[src/hdl/csda_pkg.sv]
// ----------------------------------------------------------------------------
// csda_pkg
// Shared types and constants of the chi-square distance accumulator.
// ----------------------------------------------------------------------------
package csda_pkg;

  localparam int VALUE_W   = 16;          // bin value width, unsigned fixed point
  localparam int SUM_W     = 48;          // running sum width
  localparam int FRAC_BITS = VALUE_W - 4; // fraction bits of a bin value
  localparam int SUM_FRAC  = 16;          // fraction bits of a term and of the sum

  typedef struct packed {
    logic [VALUE_W-1:0] cur_density;
    logic [VALUE_W-1:0] tar_density;
    logic               last_bin;
  } in_item_t;

  typedef struct packed {
    logic [SUM_W-1:0] chi2_value;
    logic             saturated;
  } out_item_t;

  // controller to datapath
  typedef struct packed {
    logic capture;  // take the input item
    logic mult;     // square the difference, pick the divisor
    logic load;     // align the dividend, clear the divider
    logic step;     // two quotient bits
    logic accum;    // add the term, emit on the last bin
  } cmd_t;

  // datapath to controller
  typedef struct packed {
    logic div_last;  // divider is in its final step
    logic last_bin;  // held item closes the histogram
    logic out_busy;  // result register is full and stalled
  } status_t;

endpackage

[src/hdl/csda_ctrl.sv]
// ----------------------------------------------------------------------------
// csda_ctrl
// Sequencer: accept, square, load, divide, accumulate.
// ----------------------------------------------------------------------------
module csda_ctrl (
  input  logic              clk,
  input  logic              rst_n,
  input  logic              in_valid,
  output logic              in_stall,
  input  csda_pkg::status_t status,
  output csda_pkg::cmd_t    cmd
);
  import csda_pkg::*;

  localparam logic [2:0] S_IDLE = 3'd0;
  localparam logic [2:0] S_MUL  = 3'd1;
  localparam logic [2:0] S_LOAD = 3'd2;
  localparam logic [2:0] S_DIV  = 3'd3;
  localparam logic [2:0] S_ACC  = 3'd4;

  logic [2:0] state_r;
  logic [2:0] state_nxt;

  assign in_stall = (state_r != S_IDLE);

  always_comb begin
    state_nxt = state_r;
    cmd       = '0;
    case (state_r)
      S_IDLE: begin
        if (in_valid) begin
          cmd.capture = 1'b1;
          state_nxt   = S_MUL;
        end
      end
      S_MUL: begin
        cmd.mult  = 1'b1;
        state_nxt = S_LOAD;
      end
      S_LOAD: begin
        cmd.load  = 1'b1;
        state_nxt = S_DIV;
      end
      S_DIV: begin
        cmd.step = 1'b1;
        if (status.div_last) state_nxt = S_ACC;
      end
      S_ACC: begin
        // hold a closing bin while a finished result still waits on the output
        if (!(status.last_bin && status.out_busy)) begin
          cmd.accum = 1'b1;
          state_nxt = S_IDLE;
        end
      end
      default: state_nxt = S_IDLE;
    endcase
  end

  always_ff @(posedge clk) begin
    if (!rst_n) state_r <= S_IDLE;
    else        state_r <= state_nxt;
  end

endmodule

[src/hdl/csda_dp.sv]
// ----------------------------------------------------------------------------
// csda_dp
// Datapath: squared difference, radix-4 restoring divider, saturating sum
// and the result register.
// ----------------------------------------------------------------------------
module csda_dp (
  input  logic                clk,
  input  logic                rst_n,
  input  csda_pkg::cmd_t      cmd,
  output csda_pkg::status_t   status,
  input  csda_pkg::in_item_t  in_item,
  input  logic                out_stall,
  output logic                out_valid,
  output csda_pkg::out_item_t out_item
);
  import csda_pkg::*;

  localparam int SQ_W  = 2 * VALUE_W;           // squared difference
  localparam int WD_W  = SQ_W + SUM_FRAC;       // square with term fraction bits
  localparam int N_W   = WD_W - FRAC_BITS + 1;  // dividend, worst case shift
  localparam int ITER  = (N_W + 1) / 2;         // two quotient bits a step
  localparam int Q_W   = 2 * ITER;
  localparam int CNT_W = (ITER > 1) ? $clog2(ITER) : 1;
  localparam int M_W   = (Q_W > SUM_W) ? Q_W : SUM_W;

  // held item
  logic [VALUE_W-1:0] cur_r, tar_r;
  logic               last_r;

  // square stage
  logic [SQ_W-1:0]    sq_r;
  logic [VALUE_W-1:0] div_r;
  logic               use_tar_r;
  logic               zero_r;

  // divider
  logic [Q_W-1:0]     n_r;
  logic [Q_W-1:0]     q_r;
  logic [VALUE_W-1:0] rem_r;
  logic [CNT_W-1:0]   cnt_r;

  // sum
  logic [SUM_W-1:0] sum_r, sum_nxt;
  logic             ov_r, ov_nxt;
  logic             out_valid_r;
  out_item_t        out_item_r;

  logic [VALUE_W-1:0] diff;
  logic [WD_W-1:0]    wide, n_tar, n_cur;
  logic [VALUE_W:0]   rem_a, rem_b, sub_a, sub_b;
  logic               ge_a, ge_b;
  logic [VALUE_W-1:0] rem_1, rem_2;
  logic [M_W-1:0]     q_ext;
  logic               term_sat;
  logic [SUM_W-1:0]   term;
  logic [SUM_W:0]     sum_ext;

  assign diff = (cur_r >= tar_r) ? (cur_r - tar_r) : (tar_r - cur_r);

  // divisor tar<<FRAC or cur<<(FRAC-1): fold the shift into the dividend
  assign wide  = {sq_r, {SUM_FRAC{1'b0}}};
  assign n_tar = wide >> FRAC_BITS;
  assign n_cur = wide >> (FRAC_BITS - 1);

  always_comb begin
    rem_a = {rem_r, n_r[Q_W-1]};
    ge_a  = (rem_a >= {1'b0, div_r});
    sub_a = rem_a - {1'b0, div_r};
    rem_1 = ge_a ? sub_a[VALUE_W-1:0] : rem_a[VALUE_W-1:0];
    rem_b = {rem_1, n_r[Q_W-2]};
    ge_b  = (rem_b >= {1'b0, div_r});
    sub_b = rem_b - {1'b0, div_r};
    rem_2 = ge_b ? sub_b[VALUE_W-1:0] : rem_b[VALUE_W-1:0];
  end

  always_comb begin
    q_ext    = M_W'(q_r);
    term_sat = !zero_r && (q_ext > M_W'({SUM_W{1'b1}}));
    if (zero_r)        term = '0;
    else if (term_sat) term = {SUM_W{1'b1}};
    else               term = q_ext[SUM_W-1:0];
    sum_ext = {1'b0, sum_r} + {1'b0, term};
    sum_nxt = sum_ext[SUM_W] ? {SUM_W{1'b1}} : sum_ext[SUM_W-1:0];
    ov_nxt  = ov_r | term_sat | sum_ext[SUM_W];
  end

  always_ff @(posedge clk) begin
    if (cmd.capture) begin
      cur_r  <= in_item.cur_density;
      tar_r  <= in_item.tar_density;
      last_r <= in_item.last_bin;
    end
    if (cmd.mult) begin
      sq_r      <= diff * diff;
      use_tar_r <= (tar_r != '0);
      div_r     <= (tar_r != '0) ? tar_r : cur_r;
      zero_r    <= (cur_r == '0) && (tar_r == '0);
    end
    if (cmd.load) begin
      n_r   <= use_tar_r ? n_tar[Q_W-1:0] : n_cur[Q_W-1:0];
      q_r   <= '0;
      rem_r <= '0;
      cnt_r <= '0;
    end else if (cmd.step) begin
      n_r   <= {n_r[Q_W-3:0], 2'b00};
      q_r   <= {q_r[Q_W-3:0], ge_a, ge_b};
      rem_r <= rem_2;
      cnt_r <= cnt_r + 1'b1;
    end
    if (cmd.accum && last_r) begin
      out_item_r.chi2_value <= sum_nxt;
      out_item_r.saturated  <= ov_nxt;
    end
  end

  always_ff @(posedge clk) begin
    if (!rst_n) begin
      sum_r       <= '0;
      ov_r        <= 1'b0;
      out_valid_r <= 1'b0;
    end else begin
      if (cmd.accum) begin
        // clear after the closing bin
        sum_r <= last_r ? '0 : sum_nxt;
        ov_r  <= last_r ? 1'b0 : ov_nxt;
      end
      if (cmd.accum && last_r)     out_valid_r <= 1'b1;
      else if (!out_stall)         out_valid_r <= 1'b0;
    end
  end

  assign status.div_last = (cnt_r == CNT_W'(ITER - 1));
  assign status.last_bin = last_r;
  assign status.out_busy = out_valid_r && out_stall;

  assign out_valid = out_valid_r;
  assign out_item  = out_item_r;

endmodule

[src/hdl/chi_square_distance_accumulator_top.sv]
// ----------------------------------------------------------------------------
// chi_square_distance_accumulator_top
// Accumulates the chi-square distance of a stream of histogram bins.
//
//   channel  direction  payload      handshake
//   in_      input      in_item_t    in_valid / in_stall
//   out_     output     out_item_t   out_valid / out_stall
//
// Each item runs through accept, square, dividend alignment, the restoring
// divider at two quotient bits a cycle and accumulation; the next item is
// accepted only once the last one has been accumulated.
// Reset (rst_n, synchronous) clears the sum, the saturation flag and the
// result valid flag. A stalled result holds its register; the next bins still
// run and only the closing bin waits for the register to drain.
// ----------------------------------------------------------------------------
module chi_square_distance_accumulator_top (
  input  logic                clk,
  input  logic                rst_n,
  input  logic                in_valid,
  output logic                in_stall,
  input  csda_pkg::in_item_t  in_item,
  output logic                out_valid,
  input  logic                out_stall,
  output csda_pkg::out_item_t out_item
);
  import csda_pkg::*;

  cmd_t    cmd;
  status_t status;

  csda_ctrl u_ctrl (
    .clk      (clk),
    .rst_n    (rst_n),
    .in_valid (in_valid),
    .in_stall (in_stall),
    .status   (status),
    .cmd      (cmd)
  );

  csda_dp u_dp (
    .clk       (clk),
    .rst_n     (rst_n),
    .cmd       (cmd),
    .status    (status),
    .in_item   (in_item),
    .out_stall (out_stall),
    .out_valid (out_valid),
    .out_item  (out_item)
  );

endmodule

[config.mk]
export PLATFORM = sky130hd
export DESIGN_NAME = chi_square_distance_accumulator_top
export DESIGN_NICKNAME = d
export VERILOG_FILES = /design/src/hdl/csda_pkg.sv /design/src/hdl/csda_ctrl.sv /design/src/hdl/csda_dp.sv /design/src/hdl/chi_square_distance_accumulator_top.sv
export SDC_FILE = /design/constraint.sdc
export NUM_CORES = 1
export LEC_CHECK = 0
export BUFFER_PORTS_ARGS = -buffer_cell sky130_fd_sc_hd__buf_2
export CORE_MARGIN = 10
export CORE_UTILIZATION = 25
export CTS_CLUSTER_SIZE = 25
export DETAILED_ROUTE_END_ITERATION = 8
export PLACE_DENSITY = 0.51
export SETUP_SLACK_MARGIN = 0.15
export SLEW_MARGIN = 20
export SYNTH_ARGS = -nofsm -noshare
export SYNTH_HDL_FRONTEND = slang
export SYNTH_HIERARCHICAL = 1
export SYNTH_SLANG_ARGS = --single-unit
[constraint.sdc]
create_clock -name clk -period 7.61 [get_ports clk]
set_input_delay 1.1415 -clock clk [delete_from_list [all_inputs] [get_ports clk]]
set_output_delay 1.1415 -clock clk [all_outputs]
set_load 0.01 [all_outputs]
**Word-level counts from Yosys, hierarchy flattened**

Index checks and enable logic that the tools add are counted.

- Output and inout bits: 51
- Input bits: 37
- Bits in registers: 282
- Logic and storage cells: 72

- Muxes and demuxes: 24
- Equal/unequal tests: 9
- $add $sub $neg: 6
- Bitwise operators: 1
- Magnitude comparators: 3
- Reduce and logical (&&, ||, !) cells: 11
- $mul: 1

Operator list:

| cell | number |
|---|---|
| 38-bit two-way mux | 3 |
| 48-bit two-way mux | 2 |
| 16-bit two-way mux | 4 |
| 16-bit subtractor | 4 |
| 48-bit by 38-bit adder with 49-bit output | 1 |
| 37-bit two-way mux | 1 |
| 17-bit by 16-bit greater-or-equal comparator with 1-bit output | 2 |
| 16-bit logical NOT | 2 |
| 16-bit by 16-bit multiplier with 32-bit output | 1 |
| 16-bit greater-or-equal comparator | 1 |
| 16-bit nonzero test | 1 |
| 3-bit one-hot mux with 5 select lines | 1 |
| 1-bit two-way mux | 10 |
| 3-bit two-way mux | 3 |
| 3-bit by 2-bit equality test with 1-bit output (second input constant) | 2 |
| 2-bit inequality test (second input constant) | 3 |
| 5-bit by 1-bit adder with 5-bit output (second input constant) | 1 |
| 5-bit equality test (second input constant) | 1 |
| 1-bit logical AND | 4 |
| 3-bit by 1-bit equality test with 1-bit output (second input constant) | 1 |
| 3-bit equality test (second input constant) | 1 |
| 3-bit logical NOT | 1 |
| 3-bit AND reduction | 1 |
| 3-bit nonzero test | 1 |
| 3 further kinds | 3 |

**Depth between registers and ports, before layout**

Gate-level depths: netlist of the first run.

- Depth after elaboration: 6
- Depth in mapped cells: 38
- Mapped depth without buffers: 36

**Cells and area by module**

The synthesis of the first run kept the hierarchy.

By module, submodules not included:

| module | cells an instance | times used | seq. area each (µm²) | area an instance (µm²) |
|---|---|---|---|---|
| csda_dp | 2448 | 1 | 7136.8 | 23266.1 |
| csda_ctrl | 23 | 1 | 60.1 | 210.2 |

**Worst setup path before layout of the first run**

OpenSTA, ideal clock, no wires.

- Path type: register to register
- Start: reg u_dp.cur_r[0]
- End: reg u_dp.sq_r[25] (data pin)
- Library setup time: 0.262 ns
- Arrival time: 8.178 ns
- Required time: 7.348 ns
- Path buffers: 3
- Cell stages (with the launch flop): 35
- Slack: -0.830 ns
- Clock period less this slack: 8.440 ns
- Path through: edfxtp_1 > inv_1 > ha_1 > inv_1 > fa_1 > a211oi_1 > o21ai_1 > a211oi_2 > o31ai_2 > a21oi_2 > buf_6 > buf_6 > mux2i_1 > xor2_2 > inv_2 > buf_2 > nand2_1 > fa_1 > inv_1 > fa_1 > fa_1 > fa_1 > fa_1 > inv_1 > fa_1 > inv_1 > ha_1 > and3_1 > a211oi_1 > o21ai_0 > a41o_1 > o41ai_1 > o21ba_2 > o21bai_1 > xor2_1

- Word-level cells in the longest chain between the ends: 3
- Elaborated cells on any way between the ends: 5
- Those cells by class: 2 x add/sub; 1 x mul; 1 x order compare; 1 x mux

RTL lines:

| item | line | source |
|---|---|---|
| start: declaration | csda_dp.sv:27 | `logic [VALUE_W-1:0] cur_r, tar_r;` |
| start signal: assignment | csda_dp.sv:89 | `cur_r <= in_item.cur_density;` |
| 16-bit subtractor or 16-bit greater-or-equal comparator (tied branches) | csda_dp.sv:58 | `assign diff = (cur_r >= tar_r) ? (cur_r - tar_r) : (tar_r - cur_r);` |
| 16-bit two-way mux * | csda_dp.sv:58 |  |
| 16-bit by 16-bit multiplier with 32-bit output * | csda_dp.sv:94 | `sq_r <= diff * diff;` |
| end signal: assignment | csda_dp.sv:94 |  |
| end: declaration | csda_dp.sv:31 | `logic [SQ_W-1:0] sq_r;` |

Every way passes the cells marked *; elsewhere a longest branch is shown, timed or not.
A chain may end at the register's enable or synchronous reset.

**Final worst setup path of the first run**

Same ends and word-level chain as after synthesis.

==> results.py, run 1 <==
metrics = {
    "run_status": {
        "status": "finished, violations left",
        "violations": "negative setup slack",
    },
    "synth": {
        "async_flop_share": 0,
        "yosys_register_bits": 277,
        "muxShareOfSynthArea": 0.0451,
        "synth_area_um2": 23500,
        "avgSynthCellArea_um2": 9.50,
        "post-synth-top-area-cell": "edfxtp_1",
        "synth_top_area_frac": 0.211,
        "synthSimpleGateAreaFrac": 0.129,
        "synthFlopType": "edfxtp_1",
        "syn_nets": 2875,
        "synth-compound-area-share": 0.153,
        "yosysSeqAreaShare": 0.307,
        "synth_edf_count": 165,
        "synth_top_family_by_area": "adder cells",
        "syn_inst": 2471,
        "synthDistinctLibCells": 101,
        "synth_warnings": 6,
        "yosys.area_share.adder": 0.249,
        "synth_area_leaders": "edfxtp_1 (21%), fa_1 (14%), ha_1 (11%)",
        "synth_xor_area_frac": 0.0443,
    },
    "flow_run": {
        "drv_cap": 0,
    },
    "timing": {
        "finalCritPeriodShare": 1.09,
        "hold_viol": 0,
        "whs_ps": 460,
        "period_minus_slack_ps": 8270,
        "worst_slack_ps": -664,
        "final_max_slew_viol_count": 0,
        "setup_viol": 17,
        "worst_pin_slew_ps": 1050,
        "fin_skew_ps": 29.1,
        "timing.fmax_mhz": 121,
        "final.setup.tns_ps": -7220,
        "slew_headroom": 0.300,
        "rsz0062_at_grt": "yes",
    },
    "global_route": {
        "grt_pass1_vias": 19300,
        "grt-ovfl-total": 0,
        "antenna_found_initial": 1,
        "grt_max_degree": 75,
        "grt_pass1_wl_mm": 104,
        "groute.usage.overall": 0.120,
    },
    "floorplan": {
        "die_h_um": 326,
        "initial_core_util": 0.252,
        "dieArea_um2": 107000,
        "ios": 88,
        "die_w_um": 326,
        "coreArea_um2": 93200,
        "rows": 112,
    },
    "cells_and_area": {
        "antenna_cells": 0,
        "syn2layout_area_growth_pct": 28.4,
        "layout_common_cells": "buf_4 (304), inv_1 (300), nor2_1 (204), ha_1 (182), nand2_1 (169)",
        "register_area_um2": 7200,
        "drive_above_1_share": 0.252,
        "layout_commonest_cell": "buf_4",
        "design_area_um2": 30100,
        "nets": 3256,
        "n_fill_cell": 9658,
        "multi_input_area_um2": 15500,
    },
    "route": {
        "drt-total-wl_mm": 64.4,
        "vias": 18600,
        "drc": 0,
        "drt-initial-drc-count": 1061,
        "dr.pass1.iters": 5,
        "viasPerCell": 4.49,
        "route.detailed.wl_per_inst_um": 15.6,
        "antenna_left": 0,
    },
    "critical_path": {
        "critical_path.top_delay_family": "adder cells",
        "critPathKind": "reg -> reg",
        "critPathSlowestCell": "fa_1",
        "cp.required_ps": 7900,
        "critPathArrivalTime_ps": 8570,
        "critical_path_depth": 37,
        "critPathLaunch": "u_dp/cur_r[0]$_DFFE_PP_",
        "rrSetupSlack_ps": -660,
        "end_kind": "flop",
        "cp_max_fo": 5,
        "r2r-end": "u_dp/sq_r[25]$_DFFE_PP_",
        "slowest_delay_ps": 530,
        "crit_top_cell": "fa_1",
        "r2r_start": "u_dp/cur_r[0]$_DFFE_PP_",
        "endpoint": "u_dp/sq_r[25]$_DFFE_PP_",
        "path_buf_inv": 11,
        "reg2regPathDepth": 37,
        "startpoint_type": "flop",
    },
    "clocking": {
        "cts_tree": "yes",
        "cts_root_buf": "clkbuf_16",
        "cts_buffers": 35,
        "insertion_delay_ps": 570,
        "path_clk_slew_ps": 60,
        "cts_buffer_depth": 3,
        "cts_htree_levels": 2,
        "cts_sinks": 277,
    },
    "min_path": {
        "hold_path_class": "reg -> reg",
    },
    "place": {
        "hpwl_mm": 49.9,
        "port_buffers": 87,
        "gp_congestion": 0.876,
        "dpl-instance-area_um2": 27600,
        "dpl_worst_slack_ps": -817,
    },
}
cell families (layout without fill, tap and decap cells):
logic type	Yosys count	count (layout)
and+or+nand+nor	646	646
AOI/OAI and AO/OA	538	538
buffers and inverters	432	840
adders and majority gates	367	367
DFF	277	277
xor gates and xnor gates	109	109
muxes	102	102
through the flow:
step | utilization | instances
floorplan | - | 2471
global route | 0.323 | 4133
CTS | 0.318 | 4110
detailed placement | 0.296 | 4007
global placement | 0.296 | 4007
finish | 0.323 | 4133
registers in the layout, indices dropped and copies added (netlist names):
name / count
u_dp/sq_r: 31
u_dp/ov_r: 1
u_ctrl/state_r: 3
u_dp/out_item: 49
u_dp/sum_r: 48
u_dp/n_r: 34
u_dp/rem_r: 16
u_dp/cur_r: 16
u_dp/out_valid: 1
u_dp/last_r: 1
u_dp/zero_r: 1
u_dp/tar_r: 16
u_dp/cnt_r: 5
u_dp/div_r: 16
u_dp/use_tar_r: 1
u_dp/q_r: 38
routing by layer:
layer	track usage	vias up	wire length [um]
met5	0	-	0
met4	0.0270	0	1200
met3	0.0190	66	2690
met2	0.199	270	30000
met1	0.161	8970	30500
li1	-	9253	-
what timing repair did:
item / CTS / global route
pin swaps: 99 / 79
hold buffers: 0 / 0
gates resized for setup: 125 / 67
setup buffers: 39 / 23
setup endpoints to repair: 20 / 21
cloned: 0 / 0
synth_stat cells (all sizes together), types with 8 or more instances:
library cell	number
o211ai	10
nor4	14
o21ai	121
a211oi	23
and2	8
o21bai	17
nand2b	18
a21o	55
xnor2	70
mux2	21
nand2	189
nand4	23
o21a	19
edfxtp	165
xor2	38
a311oi	13
inv	333
ha	199
nor2b	54
fa	168
clkbuf	57
a22o	12
dfxtp	112
a21boi	9
nor2	221
buf	40
a211o	10
or3	10
or2	8
mux2i	81
and3	19
a21oi	163
a31oi	17
nand3	37
nor3	15
final cells by class:
class	instances	share of cell area
inverters	335	0.0427
well taps	1254	0.0521
clock buffers	39	0.0296
multi-input cells	1762	0.513
flip-flops and latches	277	0.239
repair buffers	441	0.111
clock inverters	25	0.0130
worst min path at each step:
| stage | start | endpoint | slack, ps | cells after the start |
|---|---|---|---|---|
| after floorplan | u_dp/ov_r$_SDFFE_PN0P_ | u_dp/ov_r$_SDFFE_PN0P_ | 430 | 2 |
| after global placement | u_dp/ov_r$_SDFFE_PN0P_ | u_dp/ov_r$_SDFFE_PN0P_ | 440 | 2 |
| after detailed placement | u_dp/sum_r[7]$_SDFFE_PN0P_ | u_dp/sum_r[7]$_SDFFE_PN0P_ | 450 | 2 |
| after CTS | u_dp/sum_r[7]$_SDFFE_PN0P_ | u_dp/sum_r[7]$_SDFFE_PN0P_ | 470 | 2 |
| after global routing | u_dp/q_r[37]$_SDFFE_PP0P_ | u_dp/q_r[37]$_SDFFE_PP0P_ | 500 | 2 |
| final | u_dp/sum_r[7]$_SDFFE_PN0P_ | u_dp/sum_r[7]$_SDFFE_PN0P_ | 460 | 2 |
worst register-to-register path: cells and delay by family, from the launching register on:
family | cells | cell delay [ps]
flip-flops | 1 | 400
AND/OR/NAND/NOR | 1 | 40
adder cells (fa/ha/maj) | 9 | 3570
multiplexers | 1 | 290
XOR/XNOR | 2 | 410
buffers and inverters | 11 | 980
AO/OA/AOI/OAI | 13 | 2320
Power of run 1 is left out: the tool's default activity adds up to more than one toggle a clock period on the data nets, which glitch-free logic cannot reach.
==> run 2, diff against run 1 <==
- SETUP_SLACK_MARGIN: 0.15 -> 0.3
==> results.py, run 2 (synthesized netlist as in run 1, its figures left out) <==
metrics = {
    "run_status": {
        "status": "finished, violations left",
        "violations": "negative setup slack",
    },
    "critical_path": {
        "cp.required_ps": 7890,
        "cp_max_fo": 6,
        "endpoint": "u_dp/sq_r[31]$_DFFE_PP_",
        "critPathLaunch": "u_dp/cur_r[0]$_DFFE_PP_",
        "critical_path.top_delay_family": "adder cells",
        "rrSetupSlack_ps": -650,
        "critical_path_depth": 37,
        "r2r-end": "u_dp/sq_r[31]$_DFFE_PP_",
        "path_buf_inv": 11,
        "reg2regPathDepth": 37,
        "critPathKind": "reg -> reg",
        "slowest_delay_ps": 530,
        "startpoint_type": "flop",
        "critPathSlowestCell": "fa_1",
        "r2r_start": "u_dp/cur_r[0]$_DFFE_PP_",
        "critPathArrivalTime_ps": 8540,
        "end_kind": "flop",
        "crit_top_cell": "fa_1",
    },
    "place": {
        "gp_congestion": 0.862,
        "port_buffers": 87,
        "dpl_worst_slack_ps": -838,
        "hpwl_mm": 49.9,
    },
    "global_route": {
        "grt-ovfl-total": 0,
        "antenna_found_initial": 0,
        "use_met3": 0.0167,
        "grt_pass1_vias": 18900,
        "busiest_layer": "met2",
        "met1_usage": 0.161,
        "groute.usage.overall": 0.117,
        "grt_max_degree": 89,
        "use_met2": 0.195,
        "grt_pass1_wl_mm": 103,
    },
    "clocking": {
        "cts_buffers": 35,
        "path_clk_slew_ps": 60,
        "cts_htree_levels": 2,
        "cts_tree": "yes",
        "insertion_delay_ps": 560,
        "hold_buffers": 0,
        "cts_buffer_depth": 3,
        "cts_sinks": 277,
        "cts_root_buf": "clkbuf_16",
    },
    "flow_run": {
        "drv_cap": 0,
    },
    "route": {
        "drc": 0,
        "drt-total-wl_mm": 63.1,
        "dr.pass1.iters": 5,
        "drt-initial-drc-count": 976,
        "route.detailed.wl_per_inst_um": 15.4,
        "vias": 18400,
        "viasPerCell": 4.50,
        "antenna_left": 0,
    },
    "floorplan": {
        "die_w_um": 326,
        "dieArea_um2": 107000,
        "die_h_um": 326,
        "initial_core_util": 0.252,
        "rows": 112,
        "coreArea_um2": 93200,
        "ios": 88,
    },
    "timing": {
        "fin_skew_ps": 33.9,
        "worst_pin_slew_ps": 1040,
        "final_max_slew_viol_count": 0,
        "period_minus_slack_ps": 8260,
        "rsz0062_at_grt": "yes",
        "slew_headroom": 0.303,
        "final.setup.tns_ps": -6070,
        "whs_ps": 459,
        "finalCritPeriodShare": 1.09,
        "worst_slack_ps": -652,
        "setup_viol": 15,
        "timing.fmax_mhz": 121,
        "hold_viol": 0,
    },
    "cells_and_area": {
        "antenna_cells": 0,
        "post-route-util": 0.317,
        "syn2layout_area_growth_pct": 26.0,
        "layout_commonest_cell": "inv_1",
        "n_fill_cell": 9718,
        "nets": 3227,
        "largest_reg_flops": 49,
        "drive_above_1_share": 0.233,
        "layout_common_cells": "inv_1 (303), buf_4 (292), nor2_1 (210), ha_1 (181), nand2_1 (175)",
    },
    "min_path": {
        "hold_path_class": "reg -> reg",
    },
}
## run 2: worst register-to-register path, delay by kind of cell (launching register included)
kind,cells,cell delay (ps)
buf+inv,11,1090
compound gates,11,1880
xor+xnor,2,430
flops,1,400
fa+ha+maj,9,3670
simple gates,3,320
mux,1,240
## run 2: how the worst min path moves through the flow
stage	startpoint	endpoint	cells after the start
3_3_place_gp	u_dp/ov_r$_SDFFE_PN0P_	u_dp/ov_r$_SDFFE_PN0P_	2
3_5_place_dp	u_dp/ov_r$_SDFFE_PN0P_	u_dp/ov_r$_SDFFE_PN0P_	2
4_1_cts	u_dp/ov_r$_SDFFE_PN0P_	u_dp/ov_r$_SDFFE_PN0P_	2
5_1_grt	u_dp/ov_r$_SDFFE_PN0P_	u_dp/ov_r$_SDFFE_PN0P_	2
6_report	u_dp/ov_r$_SDFFE_PN0P_	u_dp/ov_r$_SDFFE_PN0P_	2
2_1_floorplan	u_dp/ov_r$_SDFFE_PN0P_	u_dp/ov_r$_SDFFE_PN0P_	2
## run 2: through the flow
stage / area [um2] / cells
final: 29600 / 4102
after detailed placement: 27600 / 4006
after floorplan: 23800 / 2471
after CTS: 29300 / 4090
after global routing: 29600 / 4102
after global placement: 27600 / 4006
## run 2: cell type report
class                           count  area [um2]  share of cell area
Inverter                          335        1260              0.0427
Clock buffer                       45         955              0.0323
Multi-Input combinational cell   1762       15300               0.518
Tap cell                         1254        1570              0.0530
Clock inverter                     17         245             0.00829
Timing Repair Buffer              412        3030               0.102
Sequential cell                   277        7200               0.243
## run 2: timing repair
item,CTS,global route
gates resized for setup,88,46
setup buffers,22,12
endpoints found under the hold margin,0,0
endpoints found under the setup margin,22,24
pin swaps,68,22
## run 2: layer usage
| layer | vias to the layer above | share of wire |
|---|---|---|
| met2 | 317 | 0.46 |
| met3 | 66 | 0.040 |
| met1 | 8851 | 0.48 |
| met5 | - | 0 |
| met4 | 0 | 0.018 |
| li1 | 9209 | - |
Power of run 2 is left out for the same reason.
==> run 3, diff against run 2 <==
- MAX_ROUTING_LAYER: default -> met4
==> results.py, run 3 (synthesized netlist as in run 1, its figures left out) <==
metrics = {
    "cells_and_area": {
        "largest_reg_flops": 49,
        "layout_commonest_cell": "inv_1",
        "register_area_um2": 7200,
        "syn2layout_area_growth_pct": 26.0,
        "n_fill_cell": 9718,
        "layout_common_cells": "inv_1 (303), buf_4 (292), nor2_1 (210), ha_1 (181), nand2_1 (175)",
        "multi_input_area_um2": 15300,
        "drive_above_1_share": 0.233,
        "antenna_cells": 0,
        "nets": 3227,
        "post-route-util": 0.317,
    },
    "flow_run": {
        "drv_cap": 0,
    },
    "route": {
        "drc": 0,
        "drt-total-wl_mm": 63.1,
        "viasPerCell": 4.48,
        "dr.pass1.iters": 5,
        "drt-initial-drc-count": 964,
        "vias": 18400,
        "route.detailed.wl_per_inst_um": 15.4,
        "antenna_left": 0,
    },
    "place": {
        "hpwl_mm": 49.9,
        "gp_congestion": 0.876,
        "port_buffers": 87,
    },
    "floorplan": {
        "dieArea_um2": 107000,
        "die_h_um": 326,
        "initial_core_util": 0.252,
        "die_w_um": 326,
        "coreArea_um2": 93200,
        "rows": 112,
        "ios": 88,
    },
    "critical_path": {
        "cp_max_fo": 6,
        "critPathArrivalTime_ps": 8540,
        "cp.required_ps": 7890,
        "critical_path.top_delay_family": "adder cells",
        "slowest_delay_ps": 530,
        "end_kind": "flop",
        "critPathKind": "reg -> reg",
        "startpoint_type": "flop",
        "path_buf_inv": 9,
        "critPathSlowestCell": "fa_2",
        "rrSetupSlack_ps": -650,
        "crit_top_cell": "fa_1",
    },
    "clocking": {
        "insertion_delay_ps": 560,
        "cts_root_buf": "clkbuf_16",
        "cts_sinks": 277,
        "cts_buffers": 35,
        "cts_buffer_depth": 3,
        "cts_htree_levels": 2,
        "path_clk_slew_ps": 60,
        "cts_tree": "yes",
    },
    "timing": {
        "worst_pin_slew_ps": 1050,
        "worst_slack_ps": -652,
        "final_max_slew_viol_count": 0,
        "fin_skew_ps": 31.5,
        "setup_viol": 17,
        "slew_headroom": 0.301,
        "period_minus_slack_ps": 8260,
        "timing.fmax_mhz": 121,
        "finalCritPeriodShare": 1.09,
        "hold_viol": 0,
        "rsz0062_at_grt": "yes",
    },
    "run_status": {
        "violations": "negative setup slack",
        "status": "finished, violations left",
    },
    "global_route": {
        "grt-ovfl-total": 0,
        "grt_pass1_vias": 18900,
        "groute.usage.overall": 0.121,
        "grt_max_degree": 89,
        "antenna_found_initial": 1,
        "grt_pass1_wl_mm": 103,
    },
    "min_path": {
        "hold_path_class": "reg -> reg",
    },
}
run 3: cell counts in the layout (fill, tap and decap cells not counted):
No cell type changed its count.
run 3: cell type report:
cell class | instances | area share
inverter | 335 | 0.0427
clock inverter | 17 | 0.00829
timing repair buffer | 412 | 0.102
sequential | 277 | 0.243
clock buffer | 45 | 0.0323
tap | 1254 | 0.0530
multi-input combinational | 1762 | 0.518
run 3: stage by stage:
| stage | setup WS (ps) | instance area [um2] | hold slack, ps | cells | TNS [ps] |
|---|---|---|---|---|---|
| final | -652 | 29600 | 460 | 4102 | -6110 |
| after global routing | -1110 | 29600 | 492 | 4102 | -13740 |
| after CTS | -633 | 29300 | 462 | 4090 | -6060 |
| after detailed placement | -838 | 27600 | 449 | 4006 | -8800 |
| after global placement | -768 | 27600 | 444 | 4006 | -8030 |
| after floorplan | -346 | 23800 | 428 | 2471 | -1970 |
run 3: path summary, 6_finish.rpt:
kind                                     from                           to  cells past startpoint
setup / recovery      u_dp/cur_r[0]$_DFFE_PP_      u_dp/sq_r[31]$_DFFE_PP_                     35
hold / removal    u_dp/sum_r[36]$_SDFFE_PN0P_  u_dp/sum_r[36]$_SDFFE_PN0P_                      2
setup reg to reg      u_dp/cur_r[0]$_DFFE_PP_      u_dp/sq_r[31]$_DFFE_PP_                     35
hold reg to reg   u_dp/sum_r[36]$_SDFFE_PN0P_  u_dp/sum_r[36]$_SDFFE_PN0P_                      2
run 3: routing by layer:
layer | GRT usage | part of all wire | vias to the layer above
li1 | - | - | 9196
met1 | 0.161 | 0.48 | 8825
met2 | 0.195 | 0.46 | 294
met3 | 0.0163 | 0.037 | 64
met4 | 0.0247 | 0.017 | 0
met5 | - | 0 | -
run 3: timing repair:
action	CTS	global route
gates resized for setup	88	46
hold buffers	0	0
pin swaps	68	22
buffers inserted	22	12
endpoints found under the setup margin	22	24
run 3: worst reg2reg max path: cells and delay by family (launching register included):
family | cells | cell delay, ps
multiplexers | 1 | 330
AND/OR/NAND/NOR | 3 | 320
buffers and inverters | 9 | 900
flip-flops | 1 | 400
AO/OA/AOI/OAI | 11 | 1870
adder cells (fa/ha/maj) | 9 | 3680
XOR/XNOR | 2 | 500
Power of run 3 is left out for the same reason.
